--- src/xxh_pkg.sv ---
// Shared constants, types and the rotate helper function of the XXH64 stream hasher.
`default_nettype none
package xxh_pkg;

  localparam logic [63:0] P1 = 64'd11400714785074694791;
  localparam logic [63:0] P2 = 64'd14029467366897019727;
  localparam logic [63:0] P3 = 64'd1609587929392839161;
  localparam logic [63:0] P4 = 64'd9650029242287828579;
  localparam logic [63:0] P5 = 64'd2870177450012600261;

  localparam logic [5:0] StripeBytes = 6'd32;
  localparam logic [3:0] WordBytes   = 4'd8;

  typedef enum logic [3:0] {
    OP_FOLD_A, OP_FOLD_B,
    OP_MRG_A, OP_MRG_B, OP_MRG_C,
    OP_T8_A, OP_T8_B, OP_T8_C,
    OP_T4_A, OP_T4_B,
    OP_T1_A, OP_T1_B,
    OP_AV_A, OP_AV_B
  } op_e;

  typedef enum logic [2:0] {
    ST_IDLE, ST_INSERT, ST_ISSUE, ST_MUL, ST_FIN, ST_ADDLEN, ST_TAIL, ST_EMIT
  } state_e;

  typedef struct packed {
    logic       accept;
    logic       insert;
    logic       fold_prep;
    logic       add_len;
    logic       merge;
    logic       add_h_len;
    logic       mul_start;
    logic       emit;
    op_e        op;
    logic [1:0] idx;
  } cmd_t;

  typedef struct packed {
    logic pb_full;
    logic rem_nz;
    logic seen;
    logic last;
    logic t8;
    logic t4;
    logic t1;
    logic mul_done;
    logic out_free;
  } stat_t;

  // Rotate left by a constant amount in 1..63.
  function automatic logic [63:0] rotl(input logic [63:0] x, input int unsigned r);
    return (x << r) | (x >> (64 - r));
  endfunction

endpackage
`default_nettype wire

--- src/xxh_ctrl.sv ---
// Controller state machine that sequences insert, fold, merge, tail, avalanche and emit.
`default_nettype none
module xxh_ctrl (
  input  wire logic           clk_i,
  input  wire logic           rst_ni,
  input  wire logic           in_valid_i,
  output logic                in_stall_o,
  input  wire xxh_pkg::stat_t stat_i,
  output xxh_pkg::cmd_t       cmd_o
);

  xxh_pkg::state_e state_q, state_d;
  xxh_pkg::op_e    op_q, op_d;
  logic [1:0]      idx_q, idx_d;
  logic            fin_q, fin_d;

  always_ff @(posedge clk_i or negedge rst_ni) begin
    if (!rst_ni) begin
      state_q <= xxh_pkg::ST_IDLE;
      op_q    <= xxh_pkg::OP_FOLD_A;
      idx_q   <= 2'd0;
      fin_q   <= 1'b0;
    end else begin
      state_q <= state_d;
      op_q    <= op_d;
      idx_q   <= idx_d;
      fin_q   <= fin_d;
    end
  end

  always_comb begin
    state_d = state_q;
    op_d    = op_q;
    idx_d   = idx_q;
    fin_d   = fin_q;
    cmd_o   = '0;
    cmd_o.op  = op_q;
    cmd_o.idx = idx_q;
    in_stall_o = (state_q != xxh_pkg::ST_IDLE);
    case (state_q)
      xxh_pkg::ST_IDLE: begin
        if (in_valid_i) begin
          cmd_o.accept = 1'b1;
          state_d = xxh_pkg::ST_INSERT;
        end
      end
      xxh_pkg::ST_INSERT: begin
        if (stat_i.pb_full && stat_i.rem_nz) begin
          cmd_o.fold_prep = 1'b1;
          op_d    = xxh_pkg::OP_FOLD_A;
          idx_d   = 2'd0;
          state_d = xxh_pkg::ST_ISSUE;
        end else if (stat_i.rem_nz) begin
          cmd_o.insert = 1'b1;
        end else begin
          cmd_o.add_len = 1'b1;
          if (stat_i.last) begin
            fin_d   = 1'b1;
            state_d = xxh_pkg::ST_FIN;
          end else begin
            state_d = xxh_pkg::ST_IDLE;
          end
        end
      end
      xxh_pkg::ST_ISSUE: begin
        cmd_o.mul_start = 1'b1;
        state_d = xxh_pkg::ST_MUL;
      end
      xxh_pkg::ST_MUL: begin
        if (stat_i.mul_done) begin
          state_d = xxh_pkg::ST_ISSUE;
          case (op_q)
            xxh_pkg::OP_FOLD_A: op_d = xxh_pkg::OP_FOLD_B;
            xxh_pkg::OP_FOLD_B: begin
              if (idx_q != 2'd3) begin
                op_d  = xxh_pkg::OP_FOLD_A;
                idx_d = idx_q + 2'd1;
              end else begin
                state_d = fin_q ? xxh_pkg::ST_FIN : xxh_pkg::ST_INSERT;
              end
            end
            xxh_pkg::OP_MRG_A: op_d = xxh_pkg::OP_MRG_B;
            xxh_pkg::OP_MRG_B: op_d = xxh_pkg::OP_MRG_C;
            xxh_pkg::OP_MRG_C: begin
              if (idx_q != 2'd3) begin
                op_d  = xxh_pkg::OP_MRG_A;
                idx_d = idx_q + 2'd1;
              end else begin
                state_d = xxh_pkg::ST_ADDLEN;
              end
            end
            xxh_pkg::OP_T8_A: op_d = xxh_pkg::OP_T8_B;
            xxh_pkg::OP_T8_B: op_d = xxh_pkg::OP_T8_C;
            xxh_pkg::OP_T4_A: op_d = xxh_pkg::OP_T4_B;
            xxh_pkg::OP_T1_A: op_d = xxh_pkg::OP_T1_B;
            xxh_pkg::OP_AV_A: op_d = xxh_pkg::OP_AV_B;
            xxh_pkg::OP_AV_B: state_d = xxh_pkg::ST_EMIT;
            default:          state_d = xxh_pkg::ST_TAIL;
          endcase
        end
      end
      xxh_pkg::ST_FIN: begin
        if (stat_i.pb_full) begin
          cmd_o.fold_prep = 1'b1;
          op_d    = xxh_pkg::OP_FOLD_A;
          idx_d   = 2'd0;
          state_d = xxh_pkg::ST_ISSUE;
        end else begin
          cmd_o.merge = 1'b1;
          if (stat_i.seen) begin
            op_d    = xxh_pkg::OP_MRG_A;
            idx_d   = 2'd0;
            state_d = xxh_pkg::ST_ISSUE;
          end else begin
            state_d = xxh_pkg::ST_ADDLEN;
          end
        end
      end
      xxh_pkg::ST_ADDLEN: begin
        cmd_o.add_h_len = 1'b1;
        state_d = xxh_pkg::ST_TAIL;
      end
      xxh_pkg::ST_TAIL: begin
        state_d = xxh_pkg::ST_ISSUE;
        if (stat_i.t8) begin
          op_d = xxh_pkg::OP_T8_A;
        end else if (stat_i.t4) begin
          op_d = xxh_pkg::OP_T4_A;
        end else if (stat_i.t1) begin
          op_d = xxh_pkg::OP_T1_A;
        end else begin
          op_d = xxh_pkg::OP_AV_A;
        end
      end
      xxh_pkg::ST_EMIT: begin
        if (stat_i.out_free) begin
          cmd_o.emit = 1'b1;
          fin_d   = 1'b0;
          state_d = xxh_pkg::ST_IDLE;
        end
      end
      default: state_d = xxh_pkg::ST_IDLE;
    endcase
  end

endmodule
`default_nettype wire

--- config.mk ---
export PLATFORM = sky130hd
export DESIGN_NAME = xxh_ctrl
export DESIGN_NICKNAME = d
export VERILOG_FILES = /design/src/xxh_pkg.sv /design/src/xxh_ctrl.sv
export SDC_FILE = /design/constraint.sdc
export NUM_CORES = 1
export LEC_CHECK = 0
export BUFFER_PORTS_ARGS = -buffer_cell sky130_fd_sc_hd__clkbuf_2
export CORE_UTILIZATION = 31
export DETAILED_ROUTE_END_ITERATION = 16
export PLACE_DENSITY = 0.49
export SLEW_MARGIN = 10
export SYNTH_ARGS = -nofsm -noshare
export SYNTH_HDL_FRONTEND = slang
export SYNTH_SLANG_ARGS = --single-unit
--- constraint.sdc ---
create_clock -name clk_i -period 2.09 [get_ports clk_i]
set_input_delay 0.418 -clock clk_i [delete_from_list [all_inputs] [get_ports clk_i]]
set_output_delay 0.418 -clock clk_i [all_outputs]
set_load 0.005 [all_outputs]
==> results of run 1 <==
==> what timing repair did <==
item / CTS / global route
pin swaps: 0 / 0
resized for setup: 1 / 3
setup endpoints to repair: 1 / 3
buffers inserted: 0 / 0
==> power breakdown <==
group          leakage [µW]  switching (µW)  internal [µW]
combinational      0.000449             477            480
sequential         0.000123             115            260
clock             0.0000210            70.4            106
total              0.000593             663            846
==> final timing paths <==
check,cells past startpoint,start,end
max in group asynchronous,1,rst_ni,state_q[0]$_DFFE_PN0P_
max,4,state_q[1]$_DFFE_PN0P_,cmd_o[13]
max reg2reg,5,idx_q[0]$_DFFE_PN0P_,op_q[1]$_DFFE_PN0P_
min reg2reg,2,idx_q[1]$_DFFE_PN0P_,idx_q[1]$_DFFE_PN0P_
min in group clk_i,3,in_valid_i,state_q[0]$_DFFE_PN0P_
min,1,rst_ni,idx_q[1]$_DFFE_PN0P_
==> kinds of logic (layout without fill, tap and decap cells) <==
kind of cell    Yosys count  in the layout  share of synthesized area
xor+xnor                  3              3                    0.02457
mux                       7              7                    0.08070
compound gates           34             34                     0.2526
fa+ha+maj                 2              2                    0.02339
flops                    10             10                     0.2339
buf+inv                  19             48                    0.07952
simple gates             54             54                     0.3053
==> through the flow <==
step / hold slack, ps / utilization / worst slack, ps / total power [µW]
after floorplan: 122.4 / - / 216.2 / 1048
after global placement: 300.7 / 0.4044 / 187.3 / 1308
after detailed placement: 307.4 / 0.4044 / 136.5 / 1324
after CTS: 14.06 / 0.4167 / 49.93 / 1509
after global routing: 15.78 / 0.4190 / 21.72 / 1634
final: 12.46 / 0.4190 / 121.0 / 1510
==> cell usage in the layout, fill, tap and decap left out, drive strengths merged, types with 2 or more instances in the layout <==
cell and n:
a21boi 2, and3 3, dfrtp 10, nand3 6
nor3b 3, a32oi 2, xnor2 3, nor4 2
a21oi 3, buf 10, nand3b 3, a2111o 2
nor2 12, and3b 2, clkbuf 30, nand2 6
ha 2, a211o 2, mux2 4, inv 8
a211oi 3, nor3 4, a31oi 3, nand2b 2
and2 5, nor2b 2, o211ai 2, mux2i 3
nor4b 2, o21ai 5
==> routing by layer <==
layer / up-vias / global-route usage / wire (µm)
met5: - / 0 / 0
met4: 0 / 0.06818 / 19
met3: 2 / 0.01279 / 65
met2: 14 / 0.2716 / 1318
met1: 511 / 0.2650 / 1526
li1: 537 / - / -
==> synthesized netlist by cell type, types with 3 or more instances <==
library cell | count | area (µm²)
buf_2 | 5 | 25.02
nor2_1 | 12 | 45.04
nor3b_1 | 3 | 22.52
clkbuf_1 | 4 | 15.01
a31oi_1 | 3 | 18.77
o21ai_0 | 5 | 25.02
and3_1 | 3 | 18.77
mux2i_1 | 3 | 30.03
nor3_1 | 4 | 20.02
dfrtp_1 | 10 | 250.2
nand2_1 | 6 | 22.52
and2_1 | 5 | 31.28
a21oi_1 | 3 | 15.01
xnor2_1 | 3 | 26.28
mux2_4 | 3 | 45.04
nand3_1 | 6 | 30.03
nand3b_1 | 3 | 22.52
inv_1 | 8 | 30.03
==> layout make-up <==
type,count,area [µm²]
Tap cell,44,55.05
Inverter,8,30.03
Clock buffer,4,36.28
Sequential cell,10,252.7
Fill cell,351,1832
Multi-Input combinational cell,100,742.0
Timing Repair Buffer,36,205.2
==> worst register-to-register path, delay by kind of cell, from the launching register on <==
kind                     cells  cell delay, ps
AO/OA/AOI/OAI                1             250
adder cells (fa/ha/maj)      1             240
flip-flops                   1             410
multiplexers                 1             350
AND/OR/NAND/NOR              2             590
==> state kept, by name, summed over array words and instances (netlist names) <==
register and flops:
state_q 3, fin_q 1, op_q 4, idx_q 2
==> out/metrics.cfg, run 1 <==
[route]
avgViaCountPerCell = 5.267
drt_iter0_drc = 38
routedWlPerCell_um = 14.50
postRouteWirelength_um = 2930
vias = 1064
final_antenna_net_count = 0
drt_drc_violations_left = 0
drt_first_pass_iters = 4

[logic_synthesis]
synth-warning-count = 0
synth-main-ff-cell = dfrtp_1
asyncSetResetFlopFracSynth = 1.000
fraction_of_the_yosys_area_taken_by_sequential_cells = 0.2339
edff_count_synth = 0
syn-instance-count = 129
netlist_area_mm2 = 0.001070
total_nets_after_synthesis = 143
synthDistinctLibCells = 48
syn-mean-instance-area_um2 = 8.293
synth-seq-cells = 10

[critical_path]
critical_path.slowest_cell = dfrtp_1
sequence_of_cells_on_the_critical_path = buf_4, or3_4, nor2_1, clkbuf_2
path_delay_family = simple AND/OR/NAND/NOR gates
cp-start-kind = flop
path_max_fanout = 16
max_stage_delay_ps = 430
cp.buffers_inverters = 2
worst_ep_required_time_ps = 1670
worstSetupPathType = flop to output port
crit_path_end_kind = output port
ff2ff_setup_slack_ps = 140
arrival_time_at_the_worst_endpoint_ps = 1550

[layout]
final-instance-count-excl-fill = 202
diodes = 0
nets = 173
area_growth_syn_to_layout_pct = 23.51
post_route_cells_drive_above_1_share = 0.3354
stdcell_area_mm2 = 0.001321

[timing]
fmax_mhz = 507.9
min_period_over_period = 0.9421
final_period_minus_worst_setup_slack_ps = 1969
hold_violations = 0
timing.slew.headroom = 0.7184
slew_viol_final = 0
grt_setup_unrepaired = false
tightest_slew_ps = 419.2
setup_viol_count_final = 0
finalSetupTns_ps = 0
skew_ps = 1.837

[grt]
grt_max_degree = 17
gr-usage-all-layers = 0.1791
number_of_antenna_violations_at_the_first_check_in_global_routing = 0
grt.overflow.total = 0
grt_pass1_vias = 991
grt_first_pass_wirelength_um = 4795

[cts]
cts-buffers-inserted = 3
worstSkewPairLatency_ps = 260
tritoncts_clock_tree = done
cts.path.max_buffers = 2
numClockSinks = 10
cts.hold.buffers_added = 0
htreeDepth = 1
cts.clk_slew.worst_paths_ps = 70
clock_tree_root = clkbuf_4

[placement]
place_congestion = 0.7915
portBuffers = 26
post-place-cells = 198
detailed_placement_wirelength_estimate_um = 2353
placement.cell_area_mm2 = 0.001275

[run]
max-cap-violations = 0

[die]
io_pins = 27
core_area_mm2 = 0.003153
placement_rows = 20
fp.dieArea_mm2 = 0.003690
dieHeight_um = 60.75
die_w_um = 60.75
floorplan.initialDensity = 0.3393

[power_and_ir_drop]
leakage_uw = 0.0005930
vdd_ir_drop_max_mv = 0.5397
power_density_mw_per_mm2 = 1142

[run_status]
status = completed

[worst_hold_path]
worst_min_path_class = primary input to asynchronous set/reset pin

No activity file was read; power rests on OpenSTA's default activity.
==> run 2: changes to the inputs <==
Settings changed: PLACE_DENSITY 0.49 to 0.51.
Clock period 2.09 ns to 1.6 ns, I/O delays scaled along.
==> run 2 against run 1 <==
- total power up 84%
- combinational power up 120%
- clock power rose by 36%
- the run now ends with setup timing left
- clock skew rose by 3.7 ps
- first-iteration DRC count is 58% lower
- hold slack better by 310 ps
- sequential share of layout area shrank 5.4 points
- cell count up 21%
- critical path type is now flop to flop
- count of clock-buffer cells in the layout did not move
- largest cell class unchanged
- core utilization is 17 points higher
- highest routed layer unchanged
- die area stayed put
- register-to-register slack lost 460 ps
==> out/metrics.cfg, run 2 (synthesis gave the netlist of run 1 again) <==
[route]
vias = 1271  ; was 1064
routedWlPerCell_um = 14.37  ; was 14.50 µm
final_antenna_net_count = 0  ; unchanged
postRouteWirelength_um = 3520  ; was 2930 µm
drt_iter0_drc = 16  ; was 38
drt_drc_violations_left = 0  ; unchanged
drt_first_pass_iters = 4  ; unchanged
avgViaCountPerCell = 5.188  ; was 5.267

[critical_path]
worstRegToRegCells = 5  ; unchanged
worstReg2RegEnd = op_q[2]$_DFFE_PN0P_  ; was op_q[1]$_DFFE_PN0P_
worstSetupPathType = flop to flop  ; was flop to output port
cp-start-kind = flop  ; unchanged
path_max_fanout = 6  ; was 16
arrival_time_at_the_worst_endpoint_ps = 2080  ; was 1550 ps
worst_ep_required_time_ps = 1760  ; was 1670 ps
sequence_of_cells_on_the_critical_path = buf_4, buf_6, ha_1, nor4_4, mux2_4  ; was buf_4, or3_4, nor2_1, clkbuf_2
max_stage_delay_ps = 450  ; was 430 ps
critical_path.slowest_cell = dfrtp_2  ; was dfrtp_1
ff2ff_setup_slack_ps = -320  ; was 140 ps
reg2reg_from = state_q[2]$_DFFE_PN0P_  ; was idx_q[0]$_DFFE_PN0P_
crit_path_end_kind = flop  ; was output port

[cts]
clock_tree_root = clkbuf_4  ; unchanged
htreeDepth = 1  ; unchanged
tritoncts_clock_tree = done  ; unchanged
cts.clk_slew.worst_paths_ps = 80  ; was 70 ps
cts-buffers-inserted = 3  ; unchanged
cts.path.max_buffers = 2  ; unchanged
numClockSinks = 10  ; unchanged
worstSkewPairLatency_ps = 280  ; was 260 ps

[layout]
final-instance-count-excl-fill = 245  ; was 202
registers.top_by_ff_count = op_q  ; unchanged
post_route_cells_drive_above_1_share = 0.5672  ; was 0.3354
layout.cells.most_common = buf_4  ; was clkbuf_2
largest_reg_flops = 4  ; unchanged
layout_common_cells = buf_4, clkbuf_2, buf_6, nor2_1, inv_1  ; was clkbuf_2, nor2_1, buf_4, inv_1, dfrtp_1
area_growth_syn_to_layout_pct = 73.45  ; was 23.51%
stdcell_area_mm2 = 0.001856  ; was 0.001321 mm²
diodes = 0  ; unchanged
nets = 216  ; was 173
biggestRegsByFlops = op_q (4), state_q (3), idx_q (2)  ; unchanged

[power_and_ir_drop]
power_frac_comb = 0.745  ; was 0.634
p_int_uw = 1660  ; was 846.3 µW
clock_power_share = 0.087  ; was 0.117
vdd_ir_drop_max_mv = 0.4256  ; was 0.5397 mV
power_density_mw_per_mm2 = 1497  ; was 1142 mW/mm²
switching_share = 0.4026  ; was 0.4394
leakage_uw = 0.0008734  ; was 0.0005930 µW
power.net_switching_uw = 1119  ; was 663.3 µW
p_seq_frac = 0.169  ; was 0.249

[die]
dieHeight_um = 60.75  ; unchanged
core_area_mm2 = 0.003153  ; unchanged
floorplan.initialDensity = 0.3393  ; unchanged
placement_rows = 20  ; unchanged
io_pins = 27  ; unchanged
die_w_um = 60.75  ; unchanged
fp.dieArea_mm2 = 0.003690  ; unchanged

[placement]
portBuffers = 26  ; unchanged
detailed_placement_wirelength_estimate_um = 2545  ; was 2353 µm
post-place-cells = 224  ; was 198
placement.cell_area_mm2 = 0.001478  ; was 0.001275 mm²
place_congestion = 0.8555  ; was 0.7915

[timing]
skew_ps = 5.577  ; was 1.837 ps
holdWs_ps = 321.2  ; was 12.46 ps
tightest_slew_ps = 410.4  ; was 419.2 ps
min_period_over_period = 1.198
hold_violations = 0  ; unchanged
grt_setup_unrepaired = true  ; was false
postLayoutSetupSlackWorst_ps = -317.0  ; was 121.0 ps
slew_viol_final = 0  ; unchanged
timing.slew.headroom = 0.7243  ; was 0.7184
fmax_mhz = 521.7
setup_viol_count_final = 18  ; was 0
final_period_minus_worst_setup_slack_ps = 1917

[grt]
gr-usage-all-layers = 0.1996  ; was 0.1791
grt_first_pass_wirelength_um = 5340  ; was 4795 µm
grt_max_degree = 18  ; was 17
grt_pass1_vias = 1130  ; was 991
grt.overflow.total = 0  ; unchanged
number_of_antenna_violations_at_the_first_check_in_global_routing = 0  ; unchanged

[worst_hold_path]
min_from = stat_i[5]
worst_min_path_class = primary input to flop  ; was primary input to asynchronous set/reset pin
worst_hold_path_ep = fin_q$_DFFE_PN0P_
hold_critical_path_depth = 3

[run]
max-cap-violations = 0  ; unchanged

[run_status]
failed_checks = setup timing
status = finished with violations  ; was completed

-- run 2: cell count changes in the layout (fill, tap and decap cells not counted), sizes merged --
cell         change
clkbuf           -5
buf             +47
dlygate4sd3      +1
-- run 2: layer usage --
layer	track usage	wire length, µm	vias to the layer above
met5	0	0	-
met2	0.3407	1762	20
met4	0.06818	64	0
li1	-	-	621
met3	0.01919	82	7
met1	0.2641	1610	623
-- run 2: final cells by class --
type / count / area (µm²)
timing repair buffer: 79 / 598.1
tap: 44 / 55.05
fill: 284 / 1297
inverter: 8 / 30.03
multi-input combinational: 100 / 880.8
sequential: 10 / 255.2
clock buffer: 4 / 36.28
-- run 2: repair_timing --
item,in CTS,in global routing
hold endpoints to repair,10,0
hold buffers,1,0
pin swaps,10,8
gates resized for setup,36,19
cloned,1,0
buffers inserted,11,6
endpoints found under the setup margin,18,18
-- run 2: worst max-delay path, delay by kind of cell, from the launching register on --
kind,cells,cell delay [ps]
and+or+nand+nor,1,440
muxes,1,330
buffers and inverters,2,270
adders and majority gates,1,310
DFF,1,450
-- run 2: how the worst max path moves through the flow --
stage | to | start | depth (start not counted)
after detailed placement | op_q[1]$_DFFE_PN0P_ | idx_q[1]$_DFFE_PN0P_ | 6
after global routing | op_q[2]$_DFFE_PN0P_ | state_q[2]$_DFFE_PN0P_ | 5
after global placement | op_q[1]$_DFFE_PN0P_ | idx_q[1]$_DFFE_PN0P_ | 6
final | op_q[2]$_DFFE_PN0P_ | state_q[2]$_DFFE_PN0P_ | 5
after CTS | op_q[2]$_DFFE_PN0P_ | idx_q[0]$_DFFE_PN0P_ | 5
after floorplan | op_q[0]$_DFFE_PN0P_ | idx_q[1]$_DFFE_PN0P_ | 5
-- run 2: stage by stage --
step           utilization  worst slack (ps)  total power [µW]  setup TNS, ps
3_3_place_gp        0.4687            -320.7              1976          -1598
5_1_grt             0.5885            -373.0              2965          -4674
3_5_place_dp        0.4687            -360.8              1989          -1795
4_1_cts             0.5536            -291.5              2584          -2693
6_report            0.5885            -317.0              2778          -3671
2_1_floorplan            -            -240.2              1383         -819.3
-- run 2: power groups by stage --
| stage | clock network (µW) | logic (µW) | registers, µW |
|---|---|---|---|
| floorplan | 0 | 976 | 407 |
| global placement | 0 | 1530 | 449 |
| detailed placement | 0 | 1540 | 450 |
| CTS | 241 | 1880 | 462 |
| global route | 259 | 2230 | 480 |
| finish | 240 | 2070 | 469 |
==> run 3: changes to the inputs <==
Settings changed: REMOVE_ABC_BUFFERS set to 1.
==> run 3 against run 2 <==
- the flow still finishes with violations (setup timing)
- wire length is 0.63% higher
- global-route usage is 0.67 points higher
- count of clock-buffer cells in the layout is 1 lower
- critical endpoint unchanged
- highest routed layer unchanged
==> out/metrics.cfg, run 3 (synthesis gave the netlist of run 1 again) <==
[layout]
sequential_cell_area_um2 = 255.2  ; unchanged
diodes = 0  ; unchanged
registers.top_by_ff_count = op_q  ; unchanged
filler_cell_count = 306  ; was 284
layout_common_cells = buf_4, clkbuf_2, buf_6, nor2_1  ; was buf_4, clkbuf_2, buf_6, nor2_1, inv_1
layout.core_utilization = 0.5615  ; was 0.5885
multiInputGateArea_um2 = 844.6  ; was 880.8 µm²
nets = 212  ; was 216
biggestRegsByFlops = op_q (4), state_q (3), idx_q (2)  ; unchanged
post_route_cells_drive_above_1_share = 0.5612  ; was 0.5672
area_growth_syn_to_layout_pct = 65.50  ; was 73.45%
largest_reg_flops = 4  ; unchanged
layout.cells.most_common = buf_4  ; unchanged

[die]
fp.dieArea_mm2 = 0.003690  ; unchanged
die_w_um = 60.75  ; unchanged
floorplan.initialDensity = 0.3393  ; unchanged
core_area_mm2 = 0.003153  ; unchanged
placement_rows = 20  ; unchanged
io_pins = 27  ; unchanged
dieHeight_um = 60.75  ; unchanged

[cts]
cts.path.max_buffers = 2  ; unchanged
worstSkewPairLatency_ps = 270  ; was 280 ps
htreeDepth = 1  ; unchanged
clock_tree_root = clkbuf_4  ; unchanged
cts-buffers-inserted = 3  ; unchanged
numClockSinks = 10  ; unchanged
tritoncts_clock_tree = done  ; unchanged
cts.clk_slew.worst_paths_ps = 70  ; was 80 ps

[route]
postRouteWirelength_um = 3542  ; was 3520 µm
drt_iter0_drc = 56  ; was 16
vias = 1239  ; was 1271
avgViaCountPerCell = 5.163  ; was 5.188
drt_drc_violations_left = 0  ; unchanged
routedWlPerCell_um = 14.76  ; was 14.37 µm
final_antenna_net_count = 0  ; unchanged
drt_first_pass_iters = 4  ; unchanged

[timing]
postLayoutSetupSlackWorst_ps = -267.0  ; was -317.0 ps
fmax_mhz = 535.6  ; was 521.7 MHz
final_period_minus_worst_setup_slack_ps = 1867  ; was 1917 ps
grt_setup_unrepaired = true  ; unchanged
finalSetupTns_ps = -2484  ; was -3671 ps
slew_viol_final = 0  ; unchanged
timing.slew.headroom = 0.7193  ; was 0.7243
skew_ps = 8.784  ; was 5.577 ps
min_period_over_period = 1.167  ; was 1.198
tightest_slew_ps = 417.9  ; was 410.4 ps
hold_violations = 0  ; unchanged
setup_viol_count_final = 16  ; was 18

[critical_path]
max_stage_delay_ps = 490  ; was 450 ps
worst_ep_required_time_ps = 1740  ; was 1760 ps
cp-start-kind = flop  ; unchanged
crit_path_end_kind = flop  ; unchanged
arrival_time_at_the_worst_endpoint_ps = 2010  ; was 2080 ps
critical_path.slowest_cell = or4b_4  ; was dfrtp_2
cp.buffers_inverters = 0  ; was 2
worstSetupPathType = flop to flop  ; unchanged
path_delay_family = simple AND/OR/NAND/NOR gates  ; was flip-flops
path_max_fanout = 4  ; was 6
sequence_of_cells_on_the_critical_path = ha_2, or4b_4, a211oi_4, nor4_4, mux2_4  ; was buf_4, buf_6, ha_1, nor4_4, mux2_4

[placement]
place_congestion = 0.8618  ; was 0.8555
detailed_placement_wirelength_estimate_um = 2480  ; was 2545 µm
portBuffers = 26  ; unchanged

[power_and_ir_drop]
power_density_mw_per_mm2 = 1504  ; was 1497 mW/mm²
vdd_ir_drop_max_mv = 0.6567  ; was 0.4256 mV
leakage_uw = 0.0008280  ; was 0.0008734 µW

[worst_hold_path]
worst_min_path_class = primary input to flop  ; unchanged

[run]
max-cap-violations = 0  ; unchanged

[grt]
grt_max_degree = 18  ; unchanged
grt.overflow.total = 0  ; unchanged
grt_pass1_vias = 1148  ; was 1130
global_route.usage.met1 = 0.2601  ; was 0.2641
gr-usage-all-layers = 0.2064  ; was 0.1996
groute.layer.met3.usage = 0.02345  ; was 0.01919
grt_use_met2 = 0.3564  ; was 0.3407
number_of_antenna_violations_at_the_first_check_in_global_routing = 0  ; unchanged
grt_first_pass_wirelength_um = 5513  ; was 5340 µm
grt.busiest_layer = met2  ; unchanged

[run_status]
failed_checks = setup timing  ; unchanged
status = finished with violations  ; unchanged

==> run 3: worst min-delay path: stages <==
cell and delay (ps):
clkbuf_2 90, a21oi_1 50, nor2_1 80
==> run 3: final timing paths <==
check,startpoint,to,slack (ps),cells after the start
hold reg to reg,fin_q$_DFFE_PN0P_,fin_q$_DFFE_PN0P_,630,2
hold / removal,stat_i[5],fin_q$_DFFE_PN0P_,320,3
setup reg to reg,idx_q[0]$_DFFE_PN0P_,op_q[2]$_DFFE_PN0P_,-270,5
setup / recovery,idx_q[0]$_DFFE_PN0P_,op_q[2]$_DFFE_PN0P_,-270,5
min in group asynchronous,rst_ni,fin_q$_DFFE_PN0P_,450,2
max in group asynchronous,rst_ni,op_q[2]$_DFFE_PN0P_,920,2
==> run 3: cell type report <==
cell class                 count  area share
multi-input combinational    100      0.4770
tap                           44     0.03110
inverter                       8     0.01696
clock buffer                   3     0.01272
timing repair buffer          75      0.3180
sequential                    10      0.1442
==> run 3: power breakdown <==
part / total (µW) / switching (µW) / internal, µW
clock: 172 / 85.7 / 86.8
sequential: 468 / 124 / 343
combinational: 2020 / 862 / 1160
total: 2660 / 1070 / 1590
==> run 3: stage by stage <==
stage,hold slack [ps],cells,area (µm²),power (µW),worst slack (ps)
after global routing,349.5,240,1770,2848,-329.6
after floorplan,24.41,118,1015,1297,-286.8
after detailed placement,203.0,222,1455,2049,-356.9
final,315.9,240,1770,2663,-267.0
after CTS,313.4,236,1688,2534,-277.3
after global placement,197.3,222,1455,2041,-298.2
==> run 3: per-layer routing <==
| layer | vias up | wire [µm] |
|---|---|---|
| li1 | 611 | - |
| met1 | 595 | 1575 |
| met2 | 28 | 1799 |
| met3 | 5 | 120 |
| met4 | 0 | 46 |
| met5 | - | 0 |
==> run 3: timing repair <==
item	in CTS	in global routing
hold endpoints to repair	10	0
resized for setup	33	16
hold buffers	1	0
pin swaps	15	10
gates cloned	0	0
buffers inserted	12	4
setup endpoints to repair	17	18
